==> src/sv/pdl_pkg.sv <==
`default_nettype none
package pdl_pkg;

	// Command codes carried by the cmd field.
	typedef enum logic [3:0] {
		CMD_INS_HEAD   = 4'd0,
		CMD_INS_TAIL   = 4'd1,
		CMD_INS_AFTER  = 4'd2,
		CMD_INS_SORTED = 4'd3,
		CMD_DEL_HEAD   = 4'd4,
		CMD_DEL_TAIL   = 4'd5,
		CMD_DEL_AFTER  = 4'd6,
		CMD_DEL_VALUE  = 4'd7,
		CMD_SEARCH     = 4'd8
	} cmd_t;

	// Status codes of a result word.
	localparam logic [2:0] ST_OK        = 3'd0;
	localparam logic [2:0] ST_OVERFLOW  = 3'd1;
	localparam logic [2:0] ST_UNDERFLOW = 3'd2;
	localparam logic [2:0] ST_BAD_LOC   = 3'd3;
	localparam logic [2:0] ST_NOT_FOUND = 3'd4;

	// Datapath operations issued by the controller, one per cycle.
	typedef enum logic [3:0] {
		OP_NOP,
		OP_LOAD,
		OP_ADV,
		OP_PUT_HEAD,
		OP_PUT_TAIL,
		OP_PUT_AFTER,
		OP_PUT_SORTED,
		OP_INS1,
		OP_INS2,
		OP_SEL_HEAD,
		OP_SEL_TAIL,
		OP_SEL_SUCC,
		OP_SEL_CUR,
		OP_UNL1,
		OP_UNL2
	} op_t;

	typedef enum logic [2:0] {
		S_IDLE,
		S_EXEC,
		S_INS1,
		S_INS2,
		S_UNL1,
		S_UNL2,
		S_DONE
	} state_t;

	typedef struct packed {
		op_t op;
	} ctl_t;

	typedef struct packed {
		logic full;
		logic empty;
		logic p_null;
		logic hit_loc;
		logic hit_val;
		logic less;
		logic loc_bad;
		logic loc_is_tail;
	} sts_t;

endpackage
`default_nettype wire

==> src/sv/pooled_doubly_linked_list_top.sv <==
// Pooled doubly linked list of signed 32-bit values held in a pool of NODES nodes.
// The input channel (in_valid, in_stall) takes one command word: cmd, value,
// location and location_none. The output channel (out_valid, out_stall) gives
// exactly one result word per command: status, node_index and index_valid.
// Commands are worked one at a time. A command that walks the list (insert
// after, sorted insert, delete after, delete value, search) visits one node per
// cycle, as each step waits on the registered read of the next-link memory.
// Head and tail inserts and deletes, and insert after or delete after with no
// location given, do not walk. A fault seen before any walk (overflow,
// underflow, a location out of range) is reported without a walk; an unused
// code gives status OK and no node index. The next command word can be
// accepted in the first cycle in which the previous result word is presented.
// The result sits in an output register, so a new command word is accepted
// while the previous result still waits; if the receiver stalls, the block
// finishes the next command and then holds until the result register frees.
// Reset empties the list and threads every node onto the free chain at once;
// per-node valid bits stand in for the initial next links, so no clearing
// pass is needed and a command may be accepted in the first cycle after reset.
`default_nettype none
module pooled_doubly_linked_list_top #(
	parameter int NODES = 32
) (
	input  wire logic               clk,
	input  wire logic               arst_n,
	input  wire logic               in_valid,
	output logic                    in_stall,
	input  wire logic [3:0]         cmd,
	input  wire logic signed [31:0] value,
	input  wire logic [5:0]         location,
	input  wire logic               location_none,
	output logic                    out_valid,
	input  wire logic               out_stall,
	output logic [2:0]              status,
	output logic [5:0]              node_index,
	output logic                    index_valid
);
	import pdl_pkg::*;

	ctl_t       ctl;
	sts_t       sts;
	logic [5:0] cur_idx;
	logic [5:0] node_idx;

	// The controller sequences each command; the datapath owns the pool.
	pdl_ctrl u_ctrl (
		.clk(clk), .arst_n(arst_n),
		.in_valid(in_valid), .in_stall(in_stall),
		.cmd(cmd), .location_none(location_none),
		.out_valid(out_valid), .out_stall(out_stall),
		.status(status), .node_index(node_index), .index_valid(index_valid),
		.ctl(ctl), .sts(sts), .cur_idx(cur_idx), .node_idx(node_idx)
	);

	pdl_datapath #(.NODES(NODES)) u_dp (
		.clk(clk), .arst_n(arst_n),
		.ctl(ctl), .value(value), .location(location),
		.sts(sts), .cur_idx(cur_idx), .node_idx(node_idx)
	);

	// A node is only ever taken from a free chain that is not empty.
	a_alloc_not_full: assert property (@(posedge clk) disable iff (!arst_n)
		(ctl.op == OP_INS1) |-> !sts.full)
		else $error("allocation from an empty free chain");

	// Commands are worked one at a time.
	a_one_at_a_time: assert property (@(posedge clk) disable iff (!arst_n)
		(in_valid && !in_stall) |=> in_stall)
		else $error("second command word accepted while busy");

	// A result that carries a node always reports success.
	a_index_ok: assert property (@(posedge clk) disable iff (!arst_n)
		(out_valid && index_valid) |-> (status == ST_OK))
		else $error("node index given with a fault status");

	// Unlinking a node never happens on an empty list.
	a_unlink_nonempty: assert property (@(posedge clk) disable iff (!arst_n)
		(ctl.op == OP_UNL1) |-> !sts.empty)
		else $error("unlink on an empty list");

endmodule
`default_nettype wire

==> src/sv/pdl_ram.sv <==
`default_nettype none
module pdl_ram #(
	parameter int WIDTH = 32,
	parameter int DEPTH = 32
) (
	input  wire logic                     clk,
	input  wire logic                     we,
	input  wire logic [$clog2(DEPTH)-1:0] waddr,
	input  wire logic [WIDTH-1:0]         wdata,
	input  wire logic                     re,
	input  wire logic [$clog2(DEPTH)-1:0] raddr,
	output logic      [WIDTH-1:0]         rdata
);

	logic [WIDTH-1:0] mem [DEPTH];

	always_ff @(posedge clk) begin
		if (we) begin
			mem[waddr] <= wdata;
		end
		if (re) begin
			rdata <= mem[raddr];
		end
	end

endmodule
`default_nettype wire

==> src/sv/pdl_datapath.sv <==
`default_nettype none
module pdl_datapath #(
	parameter int NODES = 32
) (
	input  wire logic              clk,
	input  wire logic              arst_n,
	input  wire pdl_pkg::ctl_t     ctl,
	input  wire logic signed [31:0] value,
	input  wire logic [5:0]        location,
	output pdl_pkg::sts_t          sts,
	output logic [5:0]             cur_idx,
	output logic [5:0]             node_idx
);
	import pdl_pkg::*;

	localparam int AW = $clog2(NODES);
	localparam int LW = AW + 1;
	localparam int CW = (LW > 7) ? LW : 7;
	localparam logic [LW-1:0] NIL = {1'b1, {AW{1'b0}}};

	// List registers.
	logic [LW-1:0] head_q, tail_q, free_q;
	logic [NODES-1:0] nvld_q;

	// Working registers.
	logic signed [31:0] value_q;
	logic [5:0]    loc_q;
	logic [LW-1:0] p_q, last_q, n_q, p_ins_q, s_ins_q;
	logic [AW-1:0] raddr_q;
	logic          nvld_rd_q;

	// Memory ports.
	logic          ren;
	logic [AW-1:0] raddr;
	logic          val_we, nxt_we, prv_we;
	logic [AW-1:0] val_wa, nxt_wa, prv_wa;
	logic [31:0]   val_wd;
	logic [LW-1:0] nxt_wd, prv_wd;
	logic [31:0]   val_rd;
	logic [LW-1:0] nxt_ram_rd, prv_rd, nxt_rd, rst_nxt;

	pdl_ram #(.WIDTH(32), .DEPTH(NODES)) u_val (
		.clk(clk), .we(val_we), .waddr(val_wa), .wdata(val_wd),
		.re(ren), .raddr(raddr), .rdata(val_rd)
	);

	pdl_ram #(.WIDTH(LW), .DEPTH(NODES)) u_nxt (
		.clk(clk), .we(nxt_we), .waddr(nxt_wa), .wdata(nxt_wd),
		.re(ren), .raddr(raddr), .rdata(nxt_ram_rd)
	);

	pdl_ram #(.WIDTH(LW), .DEPTH(NODES)) u_prv (
		.clk(clk), .we(prv_we), .waddr(prv_wa), .wdata(prv_wd),
		.re(ren), .raddr(raddr), .rdata(prv_rd)
	);

	// A next link never written still holds its free chain value after reset.
	assign rst_nxt = (raddr_q == AW'(NODES - 1)) ? NIL : (LW'(raddr_q) + LW'(1));
	assign nxt_rd  = nvld_rd_q ? nxt_ram_rd : rst_nxt;

	always_comb begin
		ren    = 1'b0;
		raddr  = head_q[AW-1:0];
		val_we = 1'b0;
		val_wa = free_q[AW-1:0];
		val_wd = value_q;
		nxt_we = 1'b0;
		nxt_wa = free_q[AW-1:0];
		nxt_wd = s_ins_q;
		prv_we = 1'b0;
		prv_wa = free_q[AW-1:0];
		prv_wd = p_ins_q;
		case (ctl.op)
			OP_LOAD: begin
				ren   = 1'b1;
				raddr = head_q[AW-1:0];
			end
			OP_ADV, OP_SEL_SUCC: begin
				ren   = 1'b1;
				raddr = nxt_rd[AW-1:0];
			end
			OP_PUT_HEAD, OP_PUT_TAIL, OP_PUT_AFTER, OP_PUT_SORTED: begin
				ren   = 1'b1;
				raddr = free_q[AW-1:0];
			end
			OP_INS1: begin
				val_we = 1'b1;
				nxt_we = 1'b1;
				prv_we = 1'b1;
			end
			OP_INS2: begin
				nxt_we = !p_ins_q[AW];
				nxt_wa = p_ins_q[AW-1:0];
				nxt_wd = n_q;
				prv_we = !s_ins_q[AW];
				prv_wa = s_ins_q[AW-1:0];
				prv_wd = n_q;
			end
			OP_SEL_HEAD: begin
				ren   = 1'b1;
				raddr = head_q[AW-1:0];
			end
			OP_SEL_TAIL: begin
				ren   = 1'b1;
				raddr = tail_q[AW-1:0];
			end
			OP_SEL_CUR: begin
				ren   = 1'b1;
				raddr = p_q[AW-1:0];
			end
			OP_UNL1: begin
				nxt_we = !prv_rd[AW];
				nxt_wa = prv_rd[AW-1:0];
				nxt_wd = nxt_rd;
				prv_we = !nxt_rd[AW];
				prv_wa = nxt_rd[AW-1:0];
				prv_wd = prv_rd;
			end
			OP_UNL2: begin
				nxt_we = 1'b1;
				nxt_wa = n_q[AW-1:0];
				nxt_wd = free_q;
			end
			default: begin
			end
		endcase
	end

	always_ff @(posedge clk or negedge arst_n) begin
		if (!arst_n) begin
			head_q <= NIL;
			tail_q <= NIL;
			free_q <= '0;
			nvld_q <= '0;
		end else begin
			if (nxt_we) begin
				nvld_q[nxt_wa] <= 1'b1;
			end
			case (ctl.op)
				OP_INS1: free_q <= nxt_rd;
				OP_INS2: begin
					if (p_ins_q[AW]) begin
						head_q <= n_q;
					end
					if (s_ins_q[AW]) begin
						tail_q <= n_q;
					end
				end
				OP_UNL1: begin
					if (prv_rd[AW]) begin
						head_q <= nxt_rd;
					end
					if (nxt_rd[AW]) begin
						tail_q <= prv_rd;
					end
				end
				OP_UNL2: free_q <= n_q;
				default: begin
				end
			endcase
		end
	end

	always_ff @(posedge clk) begin
		if (ren) begin
			raddr_q   <= raddr;
			nvld_rd_q <= nvld_q[raddr];
		end
		case (ctl.op)
			OP_LOAD: begin
				value_q <= value;
				loc_q   <= location;
				p_q     <= head_q;
				last_q  <= NIL;
			end
			OP_ADV: begin
				last_q <= p_q;
				p_q    <= nxt_rd;
			end
			OP_PUT_HEAD: begin
				p_ins_q <= NIL;
				s_ins_q <= head_q;
			end
			OP_PUT_TAIL: begin
				p_ins_q <= tail_q;
				s_ins_q <= NIL;
			end
			OP_PUT_AFTER: begin
				p_ins_q <= p_q;
				s_ins_q <= nxt_rd;
			end
			OP_PUT_SORTED: begin
				p_ins_q <= last_q;
				s_ins_q <= p_q;
			end
			OP_INS1:     n_q <= free_q;
			OP_SEL_HEAD: n_q <= head_q;
			OP_SEL_TAIL: n_q <= tail_q;
			OP_SEL_SUCC: n_q <= nxt_rd;
			OP_SEL_CUR:  n_q <= p_q;
			default: begin
			end
		endcase
	end

	assign sts.full        = free_q[AW];
	assign sts.empty       = head_q[AW];
	assign sts.p_null      = p_q[AW];
	assign sts.hit_loc     = CW'(p_q) == CW'(loc_q);
	assign sts.hit_val     = val_rd == value_q;
	assign sts.less        = value_q < $signed(val_rd);
	assign sts.loc_bad     = CW'(loc_q) >= CW'(NODES);
	assign sts.loc_is_tail = CW'(tail_q) == CW'(loc_q);

	assign cur_idx  = 6'(p_q[AW-1:0]);
	assign node_idx = 6'(n_q[AW-1:0]);

endmodule
`default_nettype wire

==> src/sv/pdl_ctrl.sv <==
`default_nettype none
module pdl_ctrl (
	input  wire logic          clk,
	input  wire logic          arst_n,
	input  wire logic          in_valid,
	output logic               in_stall,
	input  wire logic [3:0]    cmd,
	input  wire logic          location_none,
	output logic               out_valid,
	input  wire logic          out_stall,
	output logic [2:0]         status,
	output logic [5:0]         node_index,
	output logic               index_valid,
	output pdl_pkg::ctl_t      ctl,
	input  wire pdl_pkg::sts_t sts,
	input  wire logic [5:0]    cur_idx,
	input  wire logic [5:0]    node_idx
);
	import pdl_pkg::*;

	state_t state_q, state_d;
	logic [3:0] cmd_q;
	logic       none_q;
	logic [2:0] res_st_q, res_st_d;
	logic [5:0] res_idx_q, res_idx_d;
	logic       res_iv_q, res_iv_d, res_set;
	logic       out_load;
	logic       out_valid_q, index_valid_q;
	logic [2:0] status_q;
	logic [5:0] node_index_q;

	always_ff @(posedge clk or negedge arst_n) begin
		if (!arst_n) begin
			state_q     <= S_IDLE;
			out_valid_q <= 1'b0;
		end else begin
			state_q <= state_d;
			if (out_load) begin
				out_valid_q <= 1'b1;
			end else if (!out_stall) begin
				out_valid_q <= 1'b0;
			end
		end
	end

	always_ff @(posedge clk) begin
		if (ctl.op == OP_LOAD) begin
			cmd_q  <= cmd;
			none_q <= location_none;
		end
		if (res_set) begin
			res_st_q  <= res_st_d;
			res_idx_q <= res_idx_d;
			res_iv_q  <= res_iv_d;
		end
		if (out_load) begin
			status_q      <= res_st_q;
			node_index_q  <= res_iv_q ? res_idx_q : 6'd0;
			index_valid_q <= res_iv_q;
		end
	end

	always_comb begin
		state_d   = state_q;
		ctl.op    = OP_NOP;
		in_stall  = 1'b1;
		res_set   = 1'b0;
		res_st_d  = ST_OK;
		res_idx_d = node_idx;
		res_iv_d  = 1'b0;
		out_load  = 1'b0;
		case (state_q)
			S_IDLE: begin
				in_stall = 1'b0;
				if (in_valid) begin
					ctl.op  = OP_LOAD;
					state_d = S_EXEC;
				end
			end
			S_EXEC: begin
				state_d = S_DONE;
				res_set = 1'b1;
				case (cmd_q)
					CMD_INS_HEAD, CMD_INS_TAIL: begin
						if (sts.full) begin
							res_st_d = ST_OVERFLOW;
						end else begin
							res_set = 1'b0;
							ctl.op  = (cmd_q == CMD_INS_HEAD) ? OP_PUT_HEAD : OP_PUT_TAIL;
							state_d = S_INS1;
						end
					end
					CMD_INS_AFTER: begin
						if (sts.full) begin
							res_st_d = ST_OVERFLOW;
						end else if (none_q) begin
							res_set = 1'b0;
							ctl.op  = OP_PUT_HEAD;
							state_d = S_INS1;
						end else if (sts.loc_bad || sts.p_null) begin
							res_st_d = ST_BAD_LOC;
						end else if (sts.hit_loc) begin
							res_set = 1'b0;
							ctl.op  = OP_PUT_AFTER;
							state_d = S_INS1;
						end else begin
							res_set = 1'b0;
							ctl.op  = OP_ADV;
							state_d = S_EXEC;
						end
					end
					CMD_INS_SORTED: begin
						if (sts.full) begin
							res_st_d = ST_OVERFLOW;
						end else if (sts.p_null || sts.less) begin
							res_set = 1'b0;
							ctl.op  = OP_PUT_SORTED;
							state_d = S_INS1;
						end else begin
							res_set = 1'b0;
							ctl.op  = OP_ADV;
							state_d = S_EXEC;
						end
					end
					CMD_DEL_HEAD, CMD_DEL_TAIL: begin
						if (sts.empty) begin
							res_st_d = ST_UNDERFLOW;
						end else begin
							res_set = 1'b0;
							ctl.op  = (cmd_q == CMD_DEL_HEAD) ? OP_SEL_HEAD : OP_SEL_TAIL;
							state_d = S_UNL1;
						end
					end
					CMD_DEL_AFTER: begin
						if (sts.empty) begin
							res_st_d = ST_UNDERFLOW;
						end else if (none_q) begin
							res_set = 1'b0;
							ctl.op  = OP_SEL_HEAD;
							state_d = S_UNL1;
						end else if (sts.loc_bad || sts.loc_is_tail || sts.p_null) begin
							res_st_d = ST_BAD_LOC;
						end else if (sts.hit_loc) begin
							res_set = 1'b0;
							ctl.op  = OP_SEL_SUCC;
							state_d = S_UNL1;
						end else begin
							res_set = 1'b0;
							ctl.op  = OP_ADV;
							state_d = S_EXEC;
						end
					end
					CMD_DEL_VALUE: begin
						if (sts.empty) begin
							res_st_d = ST_UNDERFLOW;
						end else if (sts.p_null) begin
							res_st_d = ST_NOT_FOUND;
						end else if (sts.hit_val) begin
							res_set = 1'b0;
							ctl.op  = OP_SEL_CUR;
							state_d = S_UNL1;
						end else begin
							res_set = 1'b0;
							ctl.op  = OP_ADV;
							state_d = S_EXEC;
						end
					end
					CMD_SEARCH: begin
						if (sts.p_null) begin
							res_st_d = ST_NOT_FOUND;
						end else if (sts.hit_val) begin
							res_idx_d = cur_idx;
							res_iv_d  = 1'b1;
						end else begin
							res_set = 1'b0;
							ctl.op  = OP_ADV;
							state_d = S_EXEC;
						end
					end
					default: begin
					end
				endcase
			end
			S_INS1: begin
				ctl.op  = OP_INS1;
				state_d = S_INS2;
			end
			S_INS2: begin
				ctl.op   = OP_INS2;
				res_set  = 1'b1;
				res_iv_d = 1'b1;
				state_d  = S_DONE;
			end
			S_UNL1: begin
				ctl.op  = OP_UNL1;
				state_d = S_UNL2;
			end
			S_UNL2: begin
				ctl.op   = OP_UNL2;
				res_set  = 1'b1;
				res_iv_d = 1'b1;
				state_d  = S_DONE;
			end
			S_DONE: begin
				if (!out_valid_q || !out_stall) begin
					out_load = 1'b1;
					state_d  = S_IDLE;
				end
			end
			default: begin
				state_d = S_IDLE;
			end
		endcase
	end

	assign out_valid   = out_valid_q;
	assign status      = status_q;
	assign node_index  = node_index_q;
	assign index_valid = index_valid_q;

endmodule
`default_nettype wire
==> config.mk <==
export PLATFORM = sky130hd
export DESIGN_NAME = pooled_doubly_linked_list_top
export DESIGN_NICKNAME = d
export VERILOG_FILES = /design/src/sv/pdl_pkg.sv /design/src/sv/pooled_doubly_linked_list_top.sv /design/src/sv/pdl_ram.sv /design/src/sv/pdl_datapath.sv /design/src/sv/pdl_ctrl.sv
export SDC_FILE = /design/constraint.sdc
export NUM_CORES = 2
export LEC_CHECK = 0
export BUFFER_PORTS_ARGS = -buffer_cell sky130_fd_sc_hd__buf_2
export CAP_MARGIN = 25
export CORE_MARGIN = 5
export CORE_UTILIZATION = 45
export DETAILED_ROUTE_END_ITERATION = 10
export GPL_TIMING_DRIVEN = 0
export PLACE_DENSITY = 0.64
export SETUP_SLACK_MARGIN = 0.4
export SYNTH_ARGS = -nofsm -noshare
export SYNTH_HDL_FRONTEND = slang
export SYNTH_SLANG_ARGS = --single-unit
==> constraint.sdc <==
create_clock -name clk -period 7.65 [get_ports clk]
set_input_delay 0.3825 -clock clk [delete_from_list [all_inputs] [get_ports clk]]
set_output_delay 0.3825 -clock clk [all_outputs]
set_load 0.02 [all_outputs]
==> reports/qor.yml <==
status:
  outcome: "finished clean"
logic_synthesis:
  synth_edf_count: 1549
  avgSynthCellArea_um2: 14.47
  synth_area_mm2: 0.06578
  synth_cells: 4545
  async_reset_ff_share_pct: 3.369
  ys_seq_elements: 1603
  synth_ff_type: "edfxtp_1"
  syn-num-nets: 4626
  ys_warn_count: 0
  synth.distinct_cells: 82
  ys_seq_area_share_pct: 72.77
sta:
  setup-violations-final: 0
  fin_skew_ns: 0.03114
  rsz0062_at_grt: "no"
  fin_crit_ns: 7.064
  slew_viol_final: 0
  timing.hold.ws_ns: 0.2712
  fin_crit_sh_pct: 92.34
  hold_violations: 0
  final.setup.tns_ns: 0
  slew_headroom_pct: 26.37
  fmax_mhz: 141.6
  tightest_slew_ns: 1.104
layout:
  multi_input_area_mm2: 0.01649
  seq_area_mm2: 0.04787
  final_common_cell: "edfxtp_1"
  post-route-util_pct: 52.53
  nNetsFinal: 4997
  drive_gt1_share_pct: 14.12
  fin_area_mm2: 0.07647
  final_cell_mix: "1549 x edfxtp_1, 415 x and3_1, 369 x a211oi_1"
  fillers: 11843
  area_delta_synth_final_pct: 16.25
drt:
  met2_length_mm: 94.38
  drc: 0
  final_antenna_net_count: 0
  num_vias: 44005
  via_per_inst: 6.314
  wl_met1_mm: 83.75
  routed_wl_mm: 210.7
  top_layer_used: "met4"
  drt_pass1_iterations: 6
  wl_per_cell_um: 30.24
  route.met3.wl_mm: 19.95
  first_iter_violations: 6201
grt:
  antenna_found_initial: 10
  grt_pass1_vias: 41854
  overflow: 0
  grt_max_degree: 55
  grt_use_total_pct: 26.84
  grt_pass1_wl_mm: 297.2
critical_path:
  cp_top_family: "buffers and inverters"
  crit_slowest_cell: "buf_2"
  cp-endpoint: "u_dp.u_prv.rdata[4]"
  crit_cells: 21
  timing.rr.end: "u_dp.u_prv.rdata[4]"
  end_kind: "flip-flop"
  r2r_setup_slack_ns: 0.59
  cp.buffers_inverters: 7
  required_ns: 8.17
  path_common_cell: "buf_4"
  worstRegToRegCells: 21
  max_stage_delay_ns: 0.63
  crit_chain: "buf_16 -> ha_1 -> nand4_1 -> nor4_4 -> buf_4 -> buf_4 -> a31oi_1 -> a21oi_1 -> nand2_1 -> a21oi_4 -> a211oi_1 -> a221o_1 -> and2_4 -> inv_2 -> buf_4 -> buf_2 -> buf_2 -> a211oi_1 -> o21ai_0 -> nand4_1 -> nor4_1"
  critPathKind: "flip-flop to flip-flop"
  arrival_ns: 7.59
  crit_fanout: 25
  worstSetupStartpoint: "u_dp.val_wd[22]"
  startpoint_type: "flip-flop"
  r2r_start: "u_dp.val_wd[22]"
floorplan:
  fp.dieArea_mm2: 0.1539
  num_rows: 140
  die-width_um: 392.3
  die_y_um: 392.3
  coreArea_mm2: 0.1456
  start_util_pct: 45.19
  io_pins: 59
cts:
  cts_tree: "done"
  cts_buffers: 161
  clkSinkCount: 1603
  cts_max_level: 4
  insertion_delay_ns: 0.80
  cts_root_buf: "clkbuf_16"
  clk_path_buf_depth: 3
  cts.clk_slew.worst_paths_ns: 0.06
place:
  dpl.hpwl_mm: 145.3
  port_buffers: 57
  gp_congestion: 0.9454
  place_area_mm2: 0.07061
min_path:
  hold_class: "primary input to asynchronous set/reset pin"
run:
  maxCapViolCount: 0
[logic make-up after synthesis]
group           after synthesis  synth area share, %
compound gates             1067                11.50
buf+inv                     422                2.832
fa+ha+maj                    34               0.6467
other cells                   1             0.005701
mux                         122                1.965
xor+xnor                     14               0.1864
flops                      1603                72.77
simple gates               1282                10.10
[registers in the layout, indices dropped and copies added, names as in the netlist, 32 cells and up]
name              count
u_dp.val_wd          32
u_dp.u_prv.mem      192
u_dp.nvld_q          32
u_dp.u_nxt.mem      192
u_dp.u_val.mem     1024
u_dp.u_val.rdata     32
[synth_stat cells (5+ instances only)]
library cell	n	area (µm²)
nand4_1	52	325.3
mux2_2	57	641.9
or2_2	34	212.7
buf_6	9	101.4
nand2_1	351	1318
a31oi_1	11	68.82
o2bb2ai_1	47	411.6
o21a_1	7	52.55
a21o_1	6	45.04
a21oi_1	128	640.6
inv_2	5	18.77
and2_1	58	362.9
a222oi_1	5	50.05
a2111oi_0	44	385.4
dfrtp_1	52	1301
buf_4	13	97.59
edfxtp_1	1549	46510
buf_2	130	650.6
a22o_1	5	43.79
o221ai_1	45	394.1
nor2b_1	14	87.58
and3_1	415	2596
nor3_1	24	120.1
o31ai_1	7	52.55
a221o_1	50	500.5
mux2i_1	65	650.6
o22ai_1	10	62.56
nor2_1	205	769.5
o21ai_0	182	910.9
or3_1	9	56.30
nand2b_1	11	68.82
nand3_1	35	175.2
xor2_1	12	105.1
inv_1	89	334.1
a211oi_1	371	2785
ha_1	34	425.4
o21ai_1	42	210.2
nor4_1	50	312.8
clkbuf_1	158	593.1
buf_1	17	63.81
a22oi_1	11	82.58
a31o_2	5	43.79
a221oi_1	57	499.2
[final cells by class]
cell class | instances | share of cell area [%]
multi-input cells | 2520 | 21.57
plain buffers | 327 | 2.001
repair buffers | 208 | 3.701
clock buffers | 214 | 5.709
clock inverters | 76 | 0.7887
inverters | 95 | 0.4663
well taps | 1917 | 3.137
flip-flops and latches | 1603 | 62.60
diodes | 9 | 0.02945
[how the worst min path moves through the flow]
stage                     slack [ns]          endpoint  depth (start not counted)
after floorplan                 0.09  u_ctrl.out_valid                          0
after global placement          0.40  u_ctrl.status[2]                          0
after detailed placement        0.41  u_ctrl.status[2]                          0
after CTS                       0.25   u_dp.val_wd[17]                          2
after global routing            0.28   u_dp.val_wd[22]                          2
final                           0.27    u_dp.tail_q[3]                          2
[worst register-to-register path, stage by stage (launching register included)]
cell and delay, ns:
edfxtp_1 0.61, buf_16 0.27, ha_1 0.32, nand4_1 0.34, nor4_4 0.32, buf_4 0.18, buf_4 0.18, a31oi_1 0.18
a21oi_1 0.26, nand2_1 0.16, a21oi_4 0.35, a211oi_1 0.14, a221o_1 0.45, and2_4 0.21, inv_2 0.09, buf_4 0.29
buf_2 0.56, buf_2 0.63, a211oi_1 0.16, o21ai_0 0.30, nand4_1 0.28, nor4_1 0.54
[metrics by stage]
stage | setup WS [ns] | instances
3_3_place_gp | -1.396 | 6519
2_1_floorplan | 2.260 | 4545
4_1_cts | 0.4259 | 6941
5_1_grt | 0.4140 | 6960
6_report | 0.5858 | 6969
3_5_place_dp | -0.3011 | 6597
[timing repair]
action | in CTS | in global routing
setup endpoints to repair | 45 | 43
pin swaps | 1 | 2
gates cloned | 0 | 0
resized for setup | 11 | 14
hold buffers | 46 | 0
setup buffers | 8 | 15
hold endpoints to repair | 97 | 0
[layer usage]
metal / vias up / global-route usage (%)
met5: - / 0
met4: 0 / 14.29
met3: 514 / 5.185
met2: 2710 / 40.73
met1: 22139 / 36.89
li1: 18642 / -
Power is left out: the tool's default activity adds up to more than one toggle a clock period on the data nets, which glitch-free logic cannot reach.
